===== config.mk =====
export PLATFORM = sky130hd
export DESIGN_NAME = odq_cell
export DESIGN_NICKNAME = d
export VERILOG_FILES = /design/src/rtl/core/odq_pkg.sv /design/src/rtl/core/odq_cell.sv
export SDC_FILE = /design/constraint.sdc
export NUM_CORES = 1
export LEC_CHECK = 0
export BUFFER_PORTS_ARGS = -buffer_cell sky130_fd_sc_hd__buf_2
export CAP_MARGIN = 40
export CORE_ASPECT_RATIO = 0.9
export CORE_MARGIN = 3
export CORE_UTILIZATION = 25
export CTS_BUF_LIST = sky130_fd_sc_hd__clkbuf_4 sky130_fd_sc_hd__clkbuf_8
export CTS_CLUSTER_SIZE = 16
export DETAILED_ROUTE_END_ITERATION = 10
export PLACE_DENSITY_LB_ADDON = 0.3
export SYNTH_ARGS = -nofsm -noshare
export SYNTH_HDL_FRONTEND = slang
export SYNTH_SLANG_ARGS = --single-unit

===== constraint.sdc =====
create_clock -name clk -period 8.8 [get_ports clk]
set_clock_uncertainty 0.2 [all_clocks]
set_input_delay 1.76 -clock clk [delete_from_list [all_inputs] [get_ports clk]]
set_output_delay 1.76 -clock clk [all_outputs]
set_load 0.05 [all_outputs]

===== src/rtl/core/odq_pkg.sv =====
`default_nettype none
// ----------------------------------------------------------------------------
// Ordered dither palette quantizer package
// Word types, register indexes, fixed widths and the Bayer offset table.
// ----------------------------------------------------------------------------
package odq_pkg;

	localparam int unsigned IDX_W   = 8;
	localparam int unsigned CNT_W   = 9;
	localparam int unsigned PX_W    = 13;
	localparam int unsigned SQ_W    = 26;
	localparam int unsigned DIST_W  = 28;
	localparam int unsigned CFG_W   = 7;
	localparam int unsigned CFGI_W  = 2;

	localparam logic [PX_W-1:0] FULL_SCALE = 13'd8160;

	localparam logic KIND_LOAD  = 1'b0;
	localparam logic KIND_PIXEL = 1'b1;

	localparam logic [CFGI_W-1:0] CFG_CHANNEL_COUNT = 2'd0;
	localparam logic [CFGI_W-1:0] CFG_DITHER_ENABLE = 2'd1;
	localparam logic [CFGI_W-1:0] CFG_PALETTE_COUNT = 2'd2;

	localparam logic [3:0] BAYER_LEVEL [16] = '{
		4'd0,  4'd8,  4'd2,  4'd10,
		4'd12, 4'd4,  4'd14, 4'd6,
		4'd3,  4'd11, 4'd1,  4'd9,
		4'd15, 4'd7,  4'd13, 4'd5
	};

	typedef struct packed {
		logic        kind;
		logic [5:0]  entry_index;
		logic [7:0]  red;
		logic [7:0]  green;
		logic [7:0]  blue;
		logic [7:0]  alpha;
		logic [11:0] pixel_x;
		logic [11:0] pixel_y;
	} in_word_t;

	typedef struct packed {
		logic [7:0] out_red;
		logic [7:0] out_green;
		logic [7:0] out_blue;
		logic [7:0] out_alpha;
		logic [5:0] chosen_entry;
		logic       mapped;
	} out_word_t;

	typedef struct packed {
		logic              kind;
		logic [5:0]        entry_index;
		logic [7:0]        red;
		logic [7:0]        green;
		logic [7:0]        blue;
		logic [7:0]        alpha;
		logic [2:0]        nch;
		logic [CNT_W-1:0]  cnt;
		logic [PX_W-1:0]   px_r;
		logic [PX_W-1:0]   px_g;
		logic [PX_W-1:0]   px_b;
		logic              found;
		logic [DIST_W-1:0] best_dist;
		logic [IDX_W-1:0]  best_idx;
		logic [7:0]        best_r;
		logic [7:0]        best_g;
		logic [7:0]        best_b;
	} chain_tok_t;

	function automatic logic signed [9:0] bayer_offset(input logic [1:0] x, input logic [1:0] y);
		logic signed [9:0] lv;
		lv = $signed({6'd0, BAYER_LEVEL[{y, x}]}) - 10'sd8;
		return lv * 10'sd51;
	endfunction

	function automatic logic [SQ_W-1:0] sq_diff(input logic [PX_W-1:0] px, input logic [7:0] pb);
		logic signed [PX_W+1:0] d;
		logic signed [PX_W+1:0] nd;
		logic [PX_W-1:0]        m;
		d  = $signed({2'b00, px}) - $signed({2'b00, pb, 5'b00000});
		nd = -d;
		m  = d[PX_W+1] ? nd[PX_W-1:0] : d[PX_W-1:0];
		return SQ_W'(m) * SQ_W'(m);
	endfunction

endpackage
`default_nettype wire


===== src/rtl/core/odq_cell.sv =====
`default_nettype none
// ----------------------------------------------------------------------------
// Palette cell
// Holds one palette entry, captures it from a passing load word and folds
// its distance to a passing pixel into the running best match.
// ----------------------------------------------------------------------------
module odq_cell import odq_pkg::*; #(
	parameter int unsigned CELL_INDEX = 0
) (
	input  wire logic       clk,
	input  wire logic       arst_n,
	input  wire logic       adv,
	input  wire logic       up_valid,
	input  wire chain_tok_t up_tok,
	output logic            dn_valid_s2,
	output chain_tok_t      dn_tok_s2
);

	localparam logic [IDX_W-1:0] CELL_IDX = IDX_W'(CELL_INDEX);
	localparam logic [CNT_W-1:0] CELL_CNT = CNT_W'(CELL_INDEX);

	logic [23:0]       entry_q;
	logic              valid_s1;
	chain_tok_t        tok_s1;
	logic              live_s1;
	logic [23:0]       ent_s1;
	logic [SQ_W-1:0]   sq_r_s1;
	logic [SQ_W-1:0]   sq_g_s1;
	logic [SQ_W-1:0]   sq_b_s1;
	logic [DIST_W-1:0] distance;
	logic              take;
	chain_tok_t        tok_next;

	always_ff @(posedge clk) begin
		if (adv && up_valid && up_tok.kind == KIND_LOAD &&
				IDX_W'(up_tok.entry_index) == CELL_IDX) begin
			entry_q <= {up_tok.blue, up_tok.green, up_tok.red};
		end
	end

	always_ff @(posedge clk or negedge arst_n) begin
		if (!arst_n) begin
			valid_s1    <= 1'b0;
			dn_valid_s2 <= 1'b0;
		end else if (adv) begin
			valid_s1    <= up_valid;
			dn_valid_s2 <= valid_s1;
		end
	end

	always_ff @(posedge clk) begin
		if (adv) begin
			tok_s1    <= up_tok;
			live_s1   <= (up_tok.kind == KIND_PIXEL) && (CELL_CNT < up_tok.cnt);
			ent_s1    <= entry_q;
			sq_r_s1   <= sq_diff(up_tok.px_r, entry_q[7:0]);
			sq_g_s1   <= sq_diff(up_tok.px_g, entry_q[15:8]);
			sq_b_s1   <= sq_diff(up_tok.px_b, entry_q[23:16]);
			dn_tok_s2 <= tok_next;
		end
	end

	always_comb begin
		distance = DIST_W'(sq_r_s1) + DIST_W'(sq_g_s1) + DIST_W'(sq_b_s1);
		take     = live_s1 && (!tok_s1.found || distance < tok_s1.best_dist);
		tok_next = tok_s1;
		if (take) begin
			tok_next.found     = 1'b1;
			tok_next.best_dist = distance;
			tok_next.best_idx  = CELL_IDX;
			tok_next.best_r    = ent_s1[7:0];
			tok_next.best_g    = ent_s1[15:8];
			tok_next.best_b    = ent_s1[23:16];
		end
	end

endmodule
`default_nettype wire


==> impl_metrics.csv <==
group,metric,value,unit
floorplanning,initial_utilization,0.253,
timing,slew_viol_final,0,
timing,relSlewSlack,0.460,
critical_path,slowest_delay,0.55,ns
grt,grt_pass1_wl,123000,µm
synthesis,netlist_top_cells_count,"539 x inv_1, 423 x edfxtp_1, 322 x fa_1, 267 x ha_1, 203 x nor2_1",
synthesis,synth_edf_count,423,
placed_design,dpl.hpwl,64700,µm
floorplanning,dieWidth,375,µm
final_layout,drive_gt1_frac,0.269,
timing,rsz0062_at_grt,"true",
synthesis,synth.most_common_cell,"inv_1",
grt,antenna_found_initial,13,
timing,period_needed,8.51,ns
clock_network,cts_root_buf,"clkbuf_8",
synthesis,synthTopCellsByArea,"edfxtp_1 41%, fa_1 21%, ha_1 11%",
synthesis,ys_seq_area_frac,0.415,
routing,num_vias,20500,
placed_design,routabilityCongestion,0.842,
clock_network,cts.path.max_buffers,3,
clock_network,cts_tree,"built",
floorplanning,core-area,121000,µm²
critical_path,worstReg2RegEnd,"sq_g_s1[24]",
floorplanning,die_h,338,µm
grt,grt_use_total,0.125,
synthesis,synthArstFlopShare,0.00471,
clock_network,htreeDepth,3,
synthesis,netlist_area,30700,µm²
critical_path,critPathLaunchType,"primary input",
run_status,status,"finished clean",
final_layout,seqCellArea,12800,µm²
critical_path,critical_path_class,"primary input to register",
final_layout,syn2layout_area_growth,26.4,%
routing,wl_per_cell,15.8,µm
final_layout,nets,4068,
routing,drc,0,
critical_path,crit_end,"sq_g_s1[24]",
run,cap_violations,0,
floorplanning,row_count,121,
critical_path,rr_startpoint,"entry_q[8]",
final_layout,final_util,0.320,
min_path,hold_path_class,"register to register",
routing,first_iter_violations,1116,
synthesis,yosys_warnings,0,
routing,wl,78800,µm
clock_network,cts_sinks,425,
synthesis,yosysUniqueCellTypes,63,
critical_path,ff2ff_path_depth,32,
floorplanning,die_area,127000,µm²
synthesis,syn_avg_cell_area,11.8,µm²
timing,finalSetupTns,0,ns
critical_path,ff2ff_setup_slack,1.15,ns
clock_network,clk_latency,0.71,ns
critical_path,worstPathMaxFanout,7,
timing,max_freq,118,MHz
timing,hold_violations,0,
critical_path,crit_path_frequent_cell,"inv_1",
critical_path,worstPathRequired,9.04,ns
clock_network,numCtsBuffers,77,
synthesis,synth_top_flop_cell,"edfxtp_1",
synthesis,ys_seq_elements,425,
critical_path,cp-startpoint,"up_tok[79]",
synthesis,postSynthCellCount,2607,
floorplanning,io_pins,307,
min_path,holdCritStartpoint,"tok_next[90]",
critical_path,slowest_stage,"fa_1",
placed_design,port_buffers,306,
timing,whs,0.209,ns
routing,first_pass_iters,8,
synthesis,synth_largest_area_cell,"edfxtp_1",
grt,grt_overflow,0,
grt,grt_max_degree,144,
critical_path,end_kind,"register",
timing,fin_crit_sh,0.967,
timing,finalSetupViolCount,0,
final_layout,multi_input_area,16200,µm²
clock_network,path_clk_slew,0.05,ns
synthesis,yosysTopAreaCellShare,0.414,
routing,antenna_left,0,
final_layout,fillCellCount,12500,
grt,grt_pass1_vias,21600,
routing,post_drt_via_cell_ratio,4.11,
timing,tightest_slew,0.810,ns
critical_path,worstPathArrival,8.74,ns
-- placed cells by master, fill, tap and decap left out, types with 28 or more instances in the layout --
cell,n
xnor2_1,83
mux2_2,36
ha_1,261
edfxtp_1,423
a21oi_1,77
clkbuf_8,79
o21a_1,28
buf_4,342
buf_2,305
nor2_1,197
xor2_1,43
o21ai_0,64
a21o_1,44
nand2_1,182
fa_1,319
inv_1,533
-- critical path, delay by kind of cell --
| family | cells | cell delay (ns) |
|---|---|---|
| compound gates | 11 | 2.15 |
| fa+ha+maj | 8 | 3.37 |
| buf+inv | 11 | 0.94 |
| xor+xnor | 1 | 0.08 |
| mux | 1 | 0.30 |
| simple gates | 2 | 0.14 |
-- state kept, by name, summed over array words and instances, names as in the netlist --
name	cells
tok_next	90
entry_q	24
tok_s1	61
dn_valid_s2	1
ent_s1	24
sq_g_s1	24
live_s1	1
sq_b_s1	24
dn_tok_s2	151
valid_s1	1
sq_r_s1	24
-- layer usage --
layer  track usage  share of wire
met2         0.189           0.43
met1         0.181           0.49
met3        0.0228          0.050
met5             0        0.00034
met4        0.0362          0.023
-- logic make-up (layout without fill, tap and decap cells) --
group                    after synthesis  count (layout)  synth area share
AO/OA/AOI/OAI                        316             316            0.0663
flip-flops                           425             425             0.415
XOR/XNOR                             145             145            0.0421
buffers and inverters                578            1352            0.0713
AND/OR/NAND/NOR                      512             512            0.0714
other                                  2               9          0.000245
multiplexers                          40              40            0.0145
adder cells (fa/ha/maj)              589             589             0.319
-- what timing repair did --
item / in CTS / in global routing
buffers inserted: 0 / 1
setup endpoints to repair: 0 / 5
hold buffers: 0 / 0
resized for setup: 0 / 7
-- stage by stage --
| step | setup WS [ns] | cell area [µm²] | instances |
|---|---|---|---|
| after CTS | 0.291 | 38800 | 4982 |
| after detailed placement | -0.478 | 37200 | 4843 |
| after floorplan | -0.0773 | 31100 | 2610 |
| final | 0.294 | 38800 | 4987 |
| after global routing | -0.00958 | 38800 | 4985 |
| after global placement | -0.478 | 37200 | 4842 |
-- final cells by class --
type / count / share of cell area
clock inverter: 38 / 0.00745
inverter: 560 / 0.0546
sequential: 425 / 0.329
antenna: 4 / 0.000258
timing repair buffer: 653 / 0.109
tap: 1599 / 0.0515
clock buffer: 101 / 0.0323
multi-input combinational: 1607 / 0.417
-- how the worst min path moves through the flow --
| stage | slack (ns) | cells after the start | to |
|---|---|---|---|
| 2_1_floorplan | 0.20 | 0 | dn_tok_s2[100] |
| 3_3_place_gp | 0.20 | 0 | dn_tok_s2[130] |
| 3_5_place_dp | 0.20 | 0 | dn_tok_s2[110] |
| 4_1_cts | 0.21 | 0 | dn_tok_s2[90] |
| 5_1_grt | 0.22 | 0 | dn_tok_s2[68] |
| 6_report | 0.21 | 0 | dn_tok_s2[90] |
Power is left out: the tool's default activity adds up to more than one toggle a clock period on the data nets, which glitch-free logic cannot reach.
