`src/rtl/core/odq_pkg.sv`:
```
`default_nettype none
// ----------------------------------------------------------------------------
// Ordered dither palette quantizer package
// Word types, register indexes, fixed widths and the Bayer offset table.
// ----------------------------------------------------------------------------
package odq_pkg;

	localparam int unsigned IDX_W   = 8;
	localparam int unsigned CNT_W   = 9;
	localparam int unsigned PX_W    = 13;
	localparam int unsigned SQ_W    = 26;
	localparam int unsigned DIST_W  = 28;
	localparam int unsigned CFG_W   = 7;
	localparam int unsigned CFGI_W  = 2;

	localparam logic [PX_W-1:0] FULL_SCALE = 13'd8160;

	localparam logic KIND_LOAD  = 1'b0;
	localparam logic KIND_PIXEL = 1'b1;

	localparam logic [CFGI_W-1:0] CFG_CHANNEL_COUNT = 2'd0;
	localparam logic [CFGI_W-1:0] CFG_DITHER_ENABLE = 2'd1;
	localparam logic [CFGI_W-1:0] CFG_PALETTE_COUNT = 2'd2;

	localparam logic [3:0] BAYER_LEVEL [16] = '{
		4'd0,  4'd8,  4'd2,  4'd10,
		4'd12, 4'd4,  4'd14, 4'd6,
		4'd3,  4'd11, 4'd1,  4'd9,
		4'd15, 4'd7,  4'd13, 4'd5
	};

	typedef struct packed {
		logic        kind;
		logic [5:0]  entry_index;
		logic [7:0]  red;
		logic [7:0]  green;
		logic [7:0]  blue;
		logic [7:0]  alpha;
		logic [11:0] pixel_x;
		logic [11:0] pixel_y;
	} in_word_t;

	typedef struct packed {
		logic [7:0] out_red;
		logic [7:0] out_green;
		logic [7:0] out_blue;
		logic [7:0] out_alpha;
		logic [5:0] chosen_entry;
		logic       mapped;
	} out_word_t;

	typedef struct packed {
		logic              kind;
		logic [5:0]        entry_index;
		logic [7:0]        red;
		logic [7:0]        green;
		logic [7:0]        blue;
		logic [7:0]        alpha;
		logic [2:0]        nch;
		logic [CNT_W-1:0]  cnt;
		logic [PX_W-1:0]   px_r;
		logic [PX_W-1:0]   px_g;
		logic [PX_W-1:0]   px_b;
		logic              found;
		logic [DIST_W-1:0] best_dist;
		logic [IDX_W-1:0]  best_idx;
		logic [7:0]        best_r;
		logic [7:0]        best_g;
		logic [7:0]        best_b;
	} chain_tok_t;

	function automatic logic signed [9:0] bayer_offset(input logic [1:0] x, input logic [1:0] y);
		logic signed [9:0] lv;
		lv = $signed({6'd0, BAYER_LEVEL[{y, x}]}) - 10'sd8;
		return lv * 10'sd51;
	endfunction

	function automatic logic [SQ_W-1:0] sq_diff(input logic [PX_W-1:0] px, input logic [7:0] pb);
		logic signed [PX_W+1:0] d;
		logic signed [PX_W+1:0] nd;
		logic [PX_W-1:0]        m;
		d  = $signed({2'b00, px}) - $signed({2'b00, pb, 5'b00000});
		nd = -d;
		m  = d[PX_W+1] ? nd[PX_W-1:0] : d[PX_W-1:0];
		return SQ_W'(m) * SQ_W'(m);
	endfunction

endpackage
`default_nettype wire

```
`src/rtl/core/odq_head.sv`:
```
`default_nettype none
// ----------------------------------------------------------------------------
// Quantizer head stage
// Registers the incoming word, applies the channel format and the dither.
// ----------------------------------------------------------------------------
module odq_head import odq_pkg::*; #(
	parameter int unsigned DEPTH = 64
) (
	input  wire logic             clk,
	input  wire logic             arst_n,
	input  wire logic             adv,
	input  wire logic             up_valid,
	input  wire in_word_t         up_word,
	input  wire logic [2:0]       channel_count,
	input  wire logic             dither_enable,
	input  wire logic [CFG_W-1:0] palette_count,
	output logic                  dn_valid_s1,
	output chain_tok_t            dn_tok_s1
);

	localparam logic [CNT_W-1:0] DEPTH_CNT = CNT_W'(DEPTH);

	logic [2:0]        nch;
	logic [CNT_W-1:0]  cnt;
	logic [7:0]        g_eff;
	logic [7:0]        b_eff;
	logic signed [9:0] offset;
	logic [PX_W-1:0]   px_r;
	logic [PX_W-1:0]   px_g;
	logic [PX_W-1:0]   px_b;
	chain_tok_t        tok;

	function automatic logic [PX_W-1:0] dither_clamp(input logic [7:0] v,
			input logic signed [9:0] off);
		logic signed [PX_W+1:0] s;
		s = $signed({2'b00, v, 5'b00000}) + (PX_W+2)'(off);
		if (s < 0) begin
			return '0;
		end else if (s > $signed({2'b00, FULL_SCALE})) begin
			return FULL_SCALE;
		end
		return s[PX_W-1:0];
	endfunction

	always_comb begin
		if (channel_count == 3'd0) begin
			nch = 3'd1;
		end else if (channel_count > 3'd4) begin
			nch = 3'd4;
		end else begin
			nch = channel_count;
		end
		cnt    = (CNT_W'(palette_count) > DEPTH_CNT) ? DEPTH_CNT : CNT_W'(palette_count);
		g_eff  = (nch >= 3'd2) ? up_word.green : 8'd0;
		b_eff  = (nch >= 3'd3) ? up_word.blue : 8'd0;
		offset = dither_enable ? bayer_offset(up_word.pixel_x[1:0], up_word.pixel_y[1:0])
		                       : 10'sd0;
		px_r   = dither_clamp(up_word.red, offset);
		px_g   = dither_clamp(g_eff, offset);
		px_b   = dither_clamp(b_eff, offset);

		tok             = '0;
		tok.kind        = up_word.kind;
		tok.entry_index = up_word.entry_index;
		tok.red         = up_word.red;
		tok.green       = up_word.green;
		tok.blue        = up_word.blue;
		tok.alpha       = up_word.alpha;
		tok.nch         = nch;
		tok.cnt         = cnt;
		tok.px_r        = px_r;
		tok.px_g        = px_g;
		tok.px_b        = px_b;
	end

	always_ff @(posedge clk or negedge arst_n) begin
		if (!arst_n) begin
			dn_valid_s1 <= 1'b0;
		end else if (adv) begin
			dn_valid_s1 <= up_valid;
		end
	end

	always_ff @(posedge clk) begin
		if (adv) begin
			dn_tok_s1 <= tok;
		end
	end

endmodule
`default_nettype wire

```
`config.mk`:
```
export PLATFORM = sky130hd
export DESIGN_NAME = odq_head
export DESIGN_NICKNAME = d
export VERILOG_FILES = /design/src/rtl/core/odq_pkg.sv /design/src/rtl/core/odq_head.sv
export SDC_FILE = /design/constraint.sdc
export NUM_CORES = 1
export LEC_CHECK = 0
export ABC_AREA = 1
export ABC_CLOCK_PERIOD_IN_PS = 800
export BUFFER_PORTS_ARGS = -buffer_cell sky130_fd_sc_hd__clkbuf_2
export CORE_ASPECT_RATIO = 0.9
export CORE_MARGIN = 4
export CORE_UTILIZATION = 30
export CTS_CLUSTER_DIAMETER = 30
export DETAILED_ROUTE_END_ITERATION = 10
export MAX_ROUTING_LAYER = met4
export PLACE_DENSITY_LB_ADDON = 0.2
export REMOVE_ABC_BUFFERS = 1
export SETUP_SLACK_MARGIN = 0.1
export SYNTH_ARGS = -nofsm -noshare
export SYNTH_HDL_FRONTEND = slang
export SYNTH_SLANG_ARGS = --single-unit
```
`constraint.sdc`:
```
create_clock -name clk -period 0.8 [get_ports clk]
set_input_delay 0.16 -clock clk [delete_from_list [all_inputs] [get_ports clk]]
set_output_delay 0.16 -clock clk [all_outputs]
set_load 0.02 [all_outputs]
```
==> impl_metrics.env <==
export IMPL_cap_viol_max_count=0
export IMPL_vdd_drop_max_mv=1.20
export IMPL_cts_buffer_depth=2
export IMPL_ys_seq_area_frac=0.479
export IMPL_grt_usage=0.157
export IMPL_hold_viol=0
export IMPL_yosys_warnings=0
export IMPL_critPathRequiredTime_ns=0.91
export IMPL_first_pass_iters=4
export IMPL_p_total_uw=19700
export IMPL_period_share=4.77
export IMPL_fmax_mhz=262
export IMPL_dpl_hpwl_microns=12100
export IMPL_clock_sinks=89
export IMPL_critPathArrivalTime_ns=3.92
export IMPL_vias=4845
export IMPL_crit_fanout=8
export IMPL_cts_root_buf="clkbuf_16"
export IMPL_p_per_area_nw_per_um2=2110
export IMPL_antenna_found_initial=0
export IMPL_crit_type="input pin to flop"
export IMPL_placed_area_sq_um=7380
export IMPL_first_global_vias=4903
export IMPL_avgViaCountPerCell=4.23
export IMPL_path_clk_slew_ns=0.06
export IMPL_stdcell_area_sq_um=9320
export IMPL_synth_edff_count=88
export IMPL_hp_class="input pin to flop"
export IMPL_fin_nets=1025
export IMPL_grt_overflow=0
export IMPL_rr_worst_depth=1
export IMPL_setup_violations=128
export IMPL_cts_made_buffers=9
export IMPL_p_leak_uw=0.00440
export IMPL_row_count=46
export IMPL_cp_start_kind="input pin"
export IMPL_synthArstFlopShare=0.0112
export IMPL_portBuffers=146
export IMPL_die_area_sq_um=20800
export IMPL_io_pin_count=230
export IMPL_setup_ws_ns=-3.02
export IMPL_core_area_sq_um=17900
export IMPL_ant_nets=0
export IMPL_grt_max_degree=36
export IMPL_routedWlPerCell_microns=13.9
export IMPL_die_w_microns=152
export IMPL_initial_core_util=0.311
export IMPL_rsz0062_at_grt="yes"
export IMPL_wl_microns=15900
export IMPL_h_tree_depth=3
export IMPL_synth_main_ff_cell="edfxtp_1"
export IMPL_ys_types=40
export IMPL_clock_latency_ns=0.35
export IMPL_min_period_ns=3.82
export IMPL_status="finished, violations left"
export IMPL_syn_area_sq_um=5560
export IMPL_slew_viol_final=0
export IMPL_endpoint_kind="flop"
export IMPL_fin_skew_ns=0
export IMPL_violations="setup timing"
export IMPL_ys_seq_elements=89
export IMPL_final_cell_mix="buf_4 (142), edfxtp_1 (88), buf_6 (72)"
export IMPL_area_growth_pct=67.6
export IMPL_netlist_instances=561
export IMPL_drc_errors=0
export IMPL_grt_first_pass_wirelength_microns=24500
export IMPL_place_gp_congestion=0.845
export IMPL_tritoncts="done"
export IMPL_holdPathStages=1
export IMPL_n_antenna_cell=0
export IMPL_die_y_microns=137
export IMPL_synth_area_per_cell_sq_um=9.92
export IMPL_drive_gt1_frac=0.520
export IMPL_mostFrequentLayoutCell="buf_4"
export IMPL_drt_iter0_drc=126
-- critical path, stage by stage --
cell	delay, ns
clkbuf_2	0.08
inv_1	0.09
ha_4	0.21
inv_1	0.13
ha_4	0.22
ha_2	0.18
ha_4	0.17
fa_2	0.40
buf_4	0.16
a21oi_4	0.20
buf_6	0.14
ha_4	0.13
inv_1	0.07
fa_2	0.41
o21ai_4	0.21
a21oi_2	0.07
o21bai_1	0.19
nand2_1	0.09
nand2_2	0.08
a21oi_2	0.06
o21ai_2	0.19
nand2_4	0.12
nand2_8	0.11
nand2_1	0.05
-- per-stage QoR --
| stage | hold slack (ns) | cells | utilization | setup TNS, ns | worst slack, ns |
|---|---|---|---|---|---|
| floorplan | -0.136 | 556 | - | -128.05 | -3.36 |
| global placement | -0.0649 | 1075 | 0.412 | -150.58 | -3.75 |
| detailed placement | -0.0642 | 1075 | 0.412 | -153.56 | -3.85 |
| CTS | 0.00187 | 1130 | 0.473 | -142.25 | -3.09 |
| global route | 0.00573 | 1145 | 0.521 | -149.43 | -3.24 |
| finish | 0.0120 | 1145 | 0.521 | -137.31 | -3.02 |
-- final timing paths --
path	slack, ns	from	end
max	-3.02	up_word[13]	dn_tok_s1[98]
min	0.01	up_word[40]	dn_tok_s1[128]
max reg2reg	0.04	dn_valid_s1	dn_valid_s1
min reg2reg	0.53	dn_valid_s1	dn_valid_s1
max in group asynchronous	0.59	arst_n	dn_valid_s1
min in group asynchronous	0.12	arst_n	dn_valid_s1
-- per-layer routing --
| layer | track usage | share of wire |
|---|---|---|
| met5 | - | 0 |
| met4 | 0.0484 | 0.013 |
| met3 | 0.0270 | 0.069 |
| met2 | 0.263 | 0.49 |
| met1 | 0.194 | 0.43 |
-- sequential cells by signal (all words and copies together) (netlist names) --
register	flops
dn_tok_s1	88
dn_valid_s1	1
-- synthesized netlist by cell type, drive strengths merged (5+ instances only) --
cell    instances  share of area
nand2          82          0.068
inv            84          0.057
nor2           64          0.047
xnor2           8          0.013
o21ai          22          0.022
a21oi          22          0.020
buf            65          0.088
nand3          32          0.035
fa              5          0.018
nand4          11          0.013
ha             42          0.094
nor3            7         0.0063
edfxtp         88           0.47
xor2           11          0.017
-- layout make-up --
type / count / area, sq um
Tap cell: 240 / 300
Sequential cell: 89 / 2670
Inverter: 84 / 329
Clock buffer: 10 / 229
Multi-Input combinational cell: 384 / 3010
Clock inverter: 6 / 73.8
Timing Repair Buffer: 332 / 2710
Fill cell: 1607 / 8580
-- timing repair --
item / CTS / global route
gates cloned: 2 / 0
gates resized for setup: 90 / 309
hold buffers: 28 / 0
endpoints found under the hold margin: 28 / 0
pin swaps: 43 / 67
buffers inserted: 9 / 15
setup endpoints to repair: 129 / 139
-- logic make-up after synthesis --
logic type / count (synthesis) / share of synthesized area
adder cells (fa/ha/maj): 47 / 0.112
XOR/XNOR: 19 / 0.0299
multiplexers: 1 / 0.00202
AND/OR/NAND/NOR: 202 / 0.178
other: 1 / 0.000674
flip-flops: 89 / 0.479
AO/OA/AOI/OAI: 51 / 0.0515
buffers and inverters: 151 / 0.146
-- power breakdown --
part	leakage (uW)	internal, uW	switching [uW]
clock network	0.000142	2470	1900
registers	0.000868	5930	230
logic	0.00339	4380	4750
total	0.00440	12800	6890
Note: power is estimated with default switching activity, not from simulation.
