[src/rtl/core/odq_pkg.sv]
`default_nettype none
// ----------------------------------------------------------------------------
// Ordered dither palette quantizer package
// Word types, register indexes, fixed widths and the Bayer offset table.
// ----------------------------------------------------------------------------
package odq_pkg;

	localparam int unsigned IDX_W   = 8;
	localparam int unsigned CNT_W   = 9;
	localparam int unsigned PX_W    = 13;
	localparam int unsigned SQ_W    = 26;
	localparam int unsigned DIST_W  = 28;
	localparam int unsigned CFG_W   = 7;
	localparam int unsigned CFGI_W  = 2;

	localparam logic [PX_W-1:0] FULL_SCALE = 13'd8160;

	localparam logic KIND_LOAD  = 1'b0;
	localparam logic KIND_PIXEL = 1'b1;

	localparam logic [CFGI_W-1:0] CFG_CHANNEL_COUNT = 2'd0;
	localparam logic [CFGI_W-1:0] CFG_DITHER_ENABLE = 2'd1;
	localparam logic [CFGI_W-1:0] CFG_PALETTE_COUNT = 2'd2;

	localparam logic [3:0] BAYER_LEVEL [16] = '{
		4'd0,  4'd8,  4'd2,  4'd10,
		4'd12, 4'd4,  4'd14, 4'd6,
		4'd3,  4'd11, 4'd1,  4'd9,
		4'd15, 4'd7,  4'd13, 4'd5
	};

	typedef struct packed {
		logic        kind;
		logic [5:0]  entry_index;
		logic [7:0]  red;
		logic [7:0]  green;
		logic [7:0]  blue;
		logic [7:0]  alpha;
		logic [11:0] pixel_x;
		logic [11:0] pixel_y;
	} in_word_t;

	typedef struct packed {
		logic [7:0] out_red;
		logic [7:0] out_green;
		logic [7:0] out_blue;
		logic [7:0] out_alpha;
		logic [5:0] chosen_entry;
		logic       mapped;
	} out_word_t;

	typedef struct packed {
		logic              kind;
		logic [5:0]        entry_index;
		logic [7:0]        red;
		logic [7:0]        green;
		logic [7:0]        blue;
		logic [7:0]        alpha;
		logic [2:0]        nch;
		logic [CNT_W-1:0]  cnt;
		logic [PX_W-1:0]   px_r;
		logic [PX_W-1:0]   px_g;
		logic [PX_W-1:0]   px_b;
		logic              found;
		logic [DIST_W-1:0] best_dist;
		logic [IDX_W-1:0]  best_idx;
		logic [7:0]        best_r;
		logic [7:0]        best_g;
		logic [7:0]        best_b;
	} chain_tok_t;

	function automatic logic signed [9:0] bayer_offset(input logic [1:0] x, input logic [1:0] y);
		logic signed [9:0] lv;
		lv = $signed({6'd0, BAYER_LEVEL[{y, x}]}) - 10'sd8;
		return lv * 10'sd51;
	endfunction

	function automatic logic [SQ_W-1:0] sq_diff(input logic [PX_W-1:0] px, input logic [7:0] pb);
		logic signed [PX_W+1:0] d;
		logic signed [PX_W+1:0] nd;
		logic [PX_W-1:0]        m;
		d  = $signed({2'b00, px}) - $signed({2'b00, pb, 5'b00000});
		nd = -d;
		m  = d[PX_W+1] ? nd[PX_W-1:0] : d[PX_W-1:0];
		return SQ_W'(m) * SQ_W'(m);
	endfunction

endpackage
`default_nettype wire

[src/rtl/core/odq_tail.sv]
`default_nettype none
// ----------------------------------------------------------------------------
// Quantizer output stage
// Drops load words and formats the result word of each pixel.
// ----------------------------------------------------------------------------
module odq_tail import odq_pkg::*; (
	input  wire logic       clk,
	input  wire logic       arst_n,
	input  wire logic       adv,
	input  wire logic       up_valid,
	input  wire chain_tok_t up_tok,
	output logic            result_valid_q,
	output out_word_t       result_word_q
);

	out_word_t word;

	always_comb begin
		word           = '0;
		word.out_alpha = (up_tok.nch == 3'd4) ? up_tok.alpha : 8'd0;
		if (up_tok.found) begin
			word.out_red      = up_tok.best_r;
			word.out_green    = (up_tok.nch >= 3'd2) ? up_tok.best_g : 8'd0;
			word.out_blue     = (up_tok.nch >= 3'd3) ? up_tok.best_b : 8'd0;
			word.chosen_entry = up_tok.best_idx[5:0];
			word.mapped       = 1'b1;
		end else begin
			word.out_red   = up_tok.red;
			word.out_green = (up_tok.nch >= 3'd2) ? up_tok.green : 8'd0;
			word.out_blue  = (up_tok.nch >= 3'd3) ? up_tok.blue : 8'd0;
		end
	end

	always_ff @(posedge clk or negedge arst_n) begin
		if (!arst_n) begin
			result_valid_q <= 1'b0;
		end else if (adv) begin
			result_valid_q <= up_valid && (up_tok.kind == KIND_PIXEL);
		end
	end

	always_ff @(posedge clk) begin
		if (adv) begin
			result_word_q <= word;
		end
	end

endmodule
`default_nettype wire

[config.mk]
export PLATFORM = sky130hd
export DESIGN_NAME = odq_tail
export DESIGN_NICKNAME = d
export VERILOG_FILES = /design/src/rtl/core/odq_pkg.sv /design/src/rtl/core/odq_tail.sv
export SDC_FILE = /design/constraint.sdc
export NUM_CORES = 1
export LEC_CHECK = 0
export BUFFER_PORTS_ARGS = -buffer_cell sky130_fd_sc_hd__buf_2
export CORE_MARGIN = 8
export CORE_UTILIZATION = 36
export CTS_CLUSTER_DIAMETER = 80
export DETAILED_ROUTE_END_ITERATION = 7
export PLACE_DENSITY = 0.86
export SLEW_MARGIN = 20
export SYNTH_ARGS = -nofsm -noshare
export SYNTH_HDL_FRONTEND = slang
export SYNTH_SLANG_ARGS = --single-unit
export TNS_END_PERCENT = 20
[constraint.sdc]
create_clock -name clk -period 0.9 [get_ports clk]
set_input_delay 0.09 -clock clk [delete_from_list [all_inputs] [get_ports clk]]
set_output_delay 0.09 -clock clk [all_outputs]
set_load 0.02 [all_outputs]
==> results of run 1 <==
[sequential cells by signal, summed over array words and instances (netlist names)]
register	count
result_valid_q	1
result_word_q	39
[layer usage]
metal  global-route usage, %  vias up
met5                       0        -
met4                    3.30        0
met3                    6.05        2
met2                    21.7       71
met1                    13.1      574
li1                        -      619
[kinds of logic (layout without fill, tap and decap cells)]
group	Yosys count	in the layout	share of synthesized area, %
buffers and inverters	4	127	2.02
AND/OR/NAND/NOR	33	33	10.5
multiplexers	24	24	15.0
flip-flops	40	40	71.7
AO/OA/AOI/OAI	2	2	0.824
[worst paths after layout]
check | start | to | slack [ns] | cells after the start
worst max-delay path | result_word_q[14] | result_word_q[14] | -0.02 | 1
worst min-delay path | up_tok[150] | result_valid_q | 0.07 | 3
worst max register to register | result_valid_q | result_valid_q | 0.27 | 2
worst min register to register | result_valid_q | result_valid_q | 0.56 | 2
max in group asynchronous | arst_n | result_valid_q | 0.70 | 2
min in group asynchronous | arst_n | result_valid_q | 0.12 | 2
[final cells by class]
class,instances,area [um^2]
fillers,351,1870
flip-flops and latches,40,1200
repair buffers,118,732
multi-input cells,59,439
clock buffers,6,72.6
well taps,52,65.1
clock inverters,2,35.0
inverters,1,3.75
[power by group through the flow]
stage / Sequential (uW) / Combinational, uW / Clock [uW]
6_report: 2270 / 825 / 1400
4_1_cts: 2270 / 800 / 1440
5_1_grt: 2290 / 889 / 1530
3_5_place_dp: 2300 / 782 / 0
3_3_place_gp: 2300 / 766 / 0
2_1_floorplan: 2520 / 160 / 0
[synth_stat cells]
library cell and n:
mux2i_1 16, dfrtp_1 1, buf_6 2, and2_1 14, nand3_1 1, o21ai_0 1, buf_4 1, mux2_2 8
edfxtp_1 39, nor2_1 17, a21oi_2 1, inv_1 1, nor3b_4 1
[stage by stage]
stage	util (%)	power [uW]	TNS, ns
after detailed placement	53.4	3090	-1.37
after global routing	57.6	4700	-1.66
after floorplan	-	2680	0
after global placement	53.4	3060	-1.20
after CTS	56.5	4500	-0.471
final	57.6	4500	-0.126
[repair_timing]
| action | in CTS | in global routing |
|---|---|---|
| gates resized for setup | 6 | 17 |
| hold buffers | 1 | 0 |
| endpoints found under the hold margin | 1 | 0 |
| endpoints found under the setup margin | 28 | 40 |
==> impl_metrics.py, run 1 <==
metrics = {
    "run_status": {
        "status": "finished with violations",
        "violations": "negative setup slack",
    },
    "floorplanning": {
        "die_x_um": 84.1,
        "initial_core_util_pct": 37.8,
        "die_h_um": 84.1,
        "dieArea_mm2": 0.00707,
        "io_pins": 195,
        "core_mm2": 0.00441,
        "row_count": 24,
    },
    "final_layout": {
        "fin_cells": 278,
        "area_growth_syn_to_layout_pct": 52.4,
        "num_antenna_cells": 0,
        "design_area_mm2": 0.00254,
        "fin_nets": 380,
        "final_layout_size_suffix_gt1_share_pct": 59.3,
        "mostFrequentLayoutCell": "buf_2",
        "layout_common_cells": "buf_2 (99), edfxtp_1 (39), nor2_1 (17)",
    },
    "sta": {
        "slew_headroom_pct": 81.4,
        "timing.hold.ws_ns": 0.0697,
        "rsz0062_at_grt": "true",
        "slew_violations": 0,
        "clock_skew_ns": 0,
        "period_share_pct": 102,
        "worst_slew_pin_slew_ns": 0.279,
        "timing.final.ws_setup_ns": -0.0168,
        "hold_violations": 0,
        "max_freq_ghz": 1.09,
        "min_period_ns": 0.917,
        "finalSetupViolCount": 17,
    },
    "pwr": {
        "p_sw_share_pct": 23.5,
        "p_int_uw": 3440,
        "seqPwrFrac_pct": 50.5,
        "comb_power_share_pct": 18.4,
        "p_clk_share_pct": 31.1,
        "ir_worst_vdd_mv": 0.783,
        "p_per_area_mw_per_mm2": 1770,
        "p_sw_uw": 1060,
        "leakage_uw": 0.00117,
    },
    "drt": {
        "drtPass1Iterations": 4,
        "via_per_inst": 4.55,
        "drtIter0Drc": 55,
        "vias": 1266,
        "wl_met2_um": 2380,
        "drt-total-wl_um": 4570,
        "wl_per_cell_um": 16.4,
        "wl_met3_um": 571,
        "maxUsedRoutingLayer": "met4",
        "drtAntennaViolNets": 0,
        "m1WireLength_um": 1600,
        "drc": 0,
    },
    "synth": {
        "netlist.area_leader.share_pct": 70.2,
        "syn-num-nets": 258,
        "synth_area_mm2": 0.00167,
        "yosys_warnings": 0,
        "ys_seq_area_share_pct": 71.7,
        "synth_area_per_cell_um2": 16.2,
        "yosys.area.top_type": "edfxtp_1",
        "synth_area_leaders": "edfxtp_1 (70%), mux2i_1 (9.6%), mux2_2 (5.4%)",
        "synthCells": 103,
        "ys_types": 13,
        "synth-seq-cells": 40,
    },
    "setup_path": {
        "path_cells": "buf_2",
        "path_buf_inv": 1,
        "cp_max_fo": 1,
        "cp.required_ns": 0.81,
        "critPathKind": "flip-flop to output port",
        "critPathSlowestCell": "edfxtp_1",
        "slowest_delay_ns": 0.37,
        "cp_top_family": "flip-flops",
        "crit_path_start_kind": "flip-flop",
        "crit_path_end_kind": "output port",
        "critPathArrivalTime_ns": 0.83,
    },
    "clock_tree": {
        "cts_tree": "yes",
        "numCtsBuffers": 5,
        "h-tree-depth": 2,
        "clk_path_buf_depth": 2,
        "cts.sink_count": 40,
        "clk_pin_slew_ns": 0.08,
        "postCtsSetupRepairBufs": 0,
        "worstSkewPairLatency_ns": 0.28,
        "root_buffer": "clkbuf_8",
    },
    "worst_hold_path": {
        "hold_class": "input port to flip-flop",
    },
    "place": {
        "preCtsSetupSlack_ns": -0.0860,
        "place_area_mm2": 0.00236,
        "hpwlAfterDp_um": 3710,
        "dp_cells": 269,
        "gp_congestion": 0.670,
        "port_buffers": 110,
    },
    "global_routing": {
        "grt_overflow": 0,
        "antenna_found_initial": 0,
        "grt_use_total_pct": 12.5,
        "grt_pass1_vias": 1361,
        "grt_max_degree": 25,
        "grt_pass1_wl_um": 7070,
    },
    "flow_run": {
        "drv_cap": 0,
    },
}
No activity file was read; power rests on OpenSTA's default activity.
==> inputs of run 2 (changes only) <==
Settings changed: ABC_AREA set to 1, CORE_UTILIZATION 36 to 37, PLACE_DENSITY 0.86 to 0.85.
==> run 2 against run 1 <==
Effect of this change:
- the run still ends with negative setup slack left
- clock power down 20%
- synthesized cell count rose by 82%
- fmax down 0.97%
- hold slack worse by 0.040 ns
- sequential power is essentially flat
- global-route usage is 0.28 points higher
- final cell count grew 30%
- via count grew 22%
- non-clock buffer count decreased by 1
- setup slack worse by 0.0090 ns
- critical path type unchanged
- critical endpoint is now result_word_q[27]
- largest cell class unchanged
==> impl_metrics.py, run 2 <==
metrics = {
    "synth": {
        "synth-seq-cells": 40,
        "synth_area_per_cell_um2": 9.62,
        "synth_common_cells": "nand2_1 (80), edfxtp_1 (39), inv_1 (32)",
        "async_reset_ff_share_pct": 2.50,
        "ys_seq_area_share_pct": 66.5,
        "synthCells": 187,
        "yosys.area.top_type": "edfxtp_1",
        "synthFlopType": "edfxtp_1",
        "yosys_warnings": 0,
        "synth_most_common_cell": "nand2_1",
        "synth_area_leaders": "edfxtp_1 (65%), nand2_1 (17%), inv_1 (6.7%)",
        "synth_area_mm2": 0.00180,
        "netlist.area_leader.share_pct": 65.1,
        "syn-num-nets": 342,
        "synth-edff-count": 39,
        "ys_types": 13,
    },
    "final_layout": {
        "seqCellArea_mm2": 0.00120,
        "fin_nets": 461,
        "num_antenna_cells": 0,
        "layout_common_cells": "buf_2 (100), nand2_1 (80), edfxtp_1 (39)",
        "final_layout_size_suffix_gt1_share_pct": 41.4,
        "top_regs": "result_word_q (39), result_valid_q (1)",
        "multi_input_area_um2": 422,
        "design_area_mm2": 0.00261,
        "nFillCells": 429,
        "regMostFlops": "result_word_q",
        "area_growth_syn_to_layout_pct": 45.1,
        "mostFrequentLayoutCell": "buf_2",
        "largest_reg_flops": 39,
    },
    "sta": {
        "clock_skew_ns": 0,
        "slew_violations": 0,
        "rsz0062_at_grt": "true",
        "timing.final.ws_setup_ns": -0.0258,
        "slew_headroom_pct": 78.4,
        "max_freq_ghz": 1.08,
        "period_share_pct": 103,
        "timing.hold.ws_ns": 0.0292,
        "worst_slew_pin_slew_ns": 0.323,
        "min_period_ns": 0.926,
        "hold_violations": 0,
        "finalSetupViolCount": 17,
    },
    "pwr": {
        "power.total_uw": 4240,
        "seqPwrFrac_pct": 53.5,
        "comb_power_share_pct": 20.1,
        "p_clk_share_pct": 26.4,
        "p_sw_share_pct": 26.6,
        "p_int_uw": 3110,
        "p_per_area_mw_per_mm2": 1620,
        "p_sw_uw": 1130,
        "leakage_uw": 0.00143,
        "ir_worst_vdd_mv": 0.662,
    },
    "global_routing": {
        "grt_max_degree": 23,
        "antenna_found_initial": 1,
        "grt_overflow": 0,
        "grt_use_total_pct": 12.8,
        "grt_pass1_vias": 1591,
        "grt_pass1_wl_um": 7310,
    },
    "setup_path": {
        "crit_path_end_kind": "output port",
        "critPathSlowestCell": "edfxtp_1",
        "slowest_delay_ns": 0.38,
        "crit_path_start_kind": "flip-flop",
        "path_buf_inv": 1,
        "cp_max_fo": 1,
        "path_cells": "buf_2",
        "critPathArrivalTime_ns": 0.84,
        "cp_top_family": "flip-flops",
        "critPathKind": "flip-flop to output port",
        "cp.required_ns": 0.81,
    },
    "clock_tree": {
        "root_buffer": "clkbuf_8",
        "h-tree-depth": 2,
        "clk_path_buf_depth": 2,
        "cts_tree": "yes",
        "cts.sink_count": 40,
        "numCtsBuffers": 5,
        "worstSkewPairLatency_ns": 0.28,
        "clk_pin_slew_ns": 0.07,
        "postCtsSetupRepairBufs": 0,
    },
    "floorplanning": {
        "dieArea_mm2": 0.00735,
        "die_h_um": 85.7,
        "core_mm2": 0.00469,
        "row_count": 25,
        "initial_core_util_pct": 38.3,
        "die_x_um": 85.7,
        "io_pins": 195,
    },
    "flow_run": {
        "drv_cap": 0,
    },
    "drt": {
        "via_per_inst": 4.26,
        "wl_per_cell_um": 13.0,
        "drtPass1Iterations": 4,
        "drt-total-wl_um": 4710,
        "drtIter0Drc": 58,
        "drtAntennaViolNets": 0,
        "vias": 1539,
        "drc": 0,
    },
    "place": {
        "gp_congestion": 0.714,
        "port_buffers": 110,
        "hpwlAfterDp_um": 3790,
        "place_area_mm2": 0.00245,
    },
    "worst_hold_path": {
        "hold_class": "input port to flip-flop",
    },
    "run_status": {
        "status": "finished with violations",
        "violations": "negative setup slack",
    },
}
-- run 2: changes by cell type after synthesis, sizes merged --
cell,delta
and2,-14
buf,+2
inv,+32
mux2,-8
mux2i,-16
nand2,+82
nor2,+7
nor3b,-1
-- run 2: final cells by class --
cell class	instances	share of cell area, %
clock buffers	5	2.64
repair buffers	117	27.5
well taps	54	2.59
clock inverters	3	0.527
inverters	33	4.75
flip-flops and latches	40	45.8
multi-input cells	109	16.2
-- run 2: what timing repair did --
action | CTS | global route
gates cloned | 0 | 0
hold buffers | 1 | 0
hold endpoints to repair | 1 | 0
gates resized for setup | 8 | 12
pin swaps | 0 | 0
endpoints found under the setup margin | 34 | 40
-- run 2: logic make-up (layout without fill, tap and decap cells) --
group | Yosys count | count (layout) | share of synthesized area [%]
AND/OR/NAND/NOR | 107 | 107 | 22.7
flip-flops | 40 | 40 | 66.5
AO/OA/AOI/OAI | 2 | 2 | 0.765
buffers and inverters | 38 | 158 | 10.1
-- run 2: final timing paths --
path / to / slack [ns] / startpoint / cells after the start
setup / recovery: result_word_q[27] / -0.03 / result_word_q[27] / 1
hold / removal: result_valid_q / 0.03 / up_tok[150] / 3
setup reg to reg: result_valid_q / 0.29 / result_valid_q / 2
hold reg to reg: result_valid_q / 0.54 / result_valid_q / 2
max in group asynchronous: result_valid_q / 0.71 / arst_n / 2
min in group asynchronous: result_valid_q / 0.11 / arst_n / 2
-- run 2: layer usage --
layer / track usage [%] / routed length [um] / vias to the layer above
li1: - / - / 803
met4: 5.57 / 88 / 2
met1: 13.1 / 1710 / 659
met3: 4.97 / 393 / 8
met5: 0 / 10 / -
met2: 22.7 / 2500 / 67
-- run 2: power groups by stage --
| stage | Clock, uW | Sequential, uW | Combinational, uW |
|---|---|---|---|
| floorplan | 0 | 2520 | 200 |
| detailed placement | 0 | 2300 | 819 |
| CTS | 1160 | 2260 | 842 |
| global route | 1220 | 2280 | 935 |
| global placement | 0 | 2290 | 802 |
| finish | 1120 | 2270 | 853 |
-- run 2: per-stage QoR --
| step | setup TNS, ns | util [%] | setup WS (ns) | std cells |
|---|---|---|---|---|
| after detailed placement | -0.0751 | 52.3 | -0.0156 | 352 |
| after global routing | -1.45 | 55.6 | -0.0640 | 361 |
| after CTS | -0.555 | 54.8 | -0.0372 | 361 |
| after global placement | 0 | 52.3 | 0.00356 | 352 |
| after floorplan | 0 | - | 0.158 | 187 |
| final | -0.182 | 55.6 | -0.0258 | 361 |
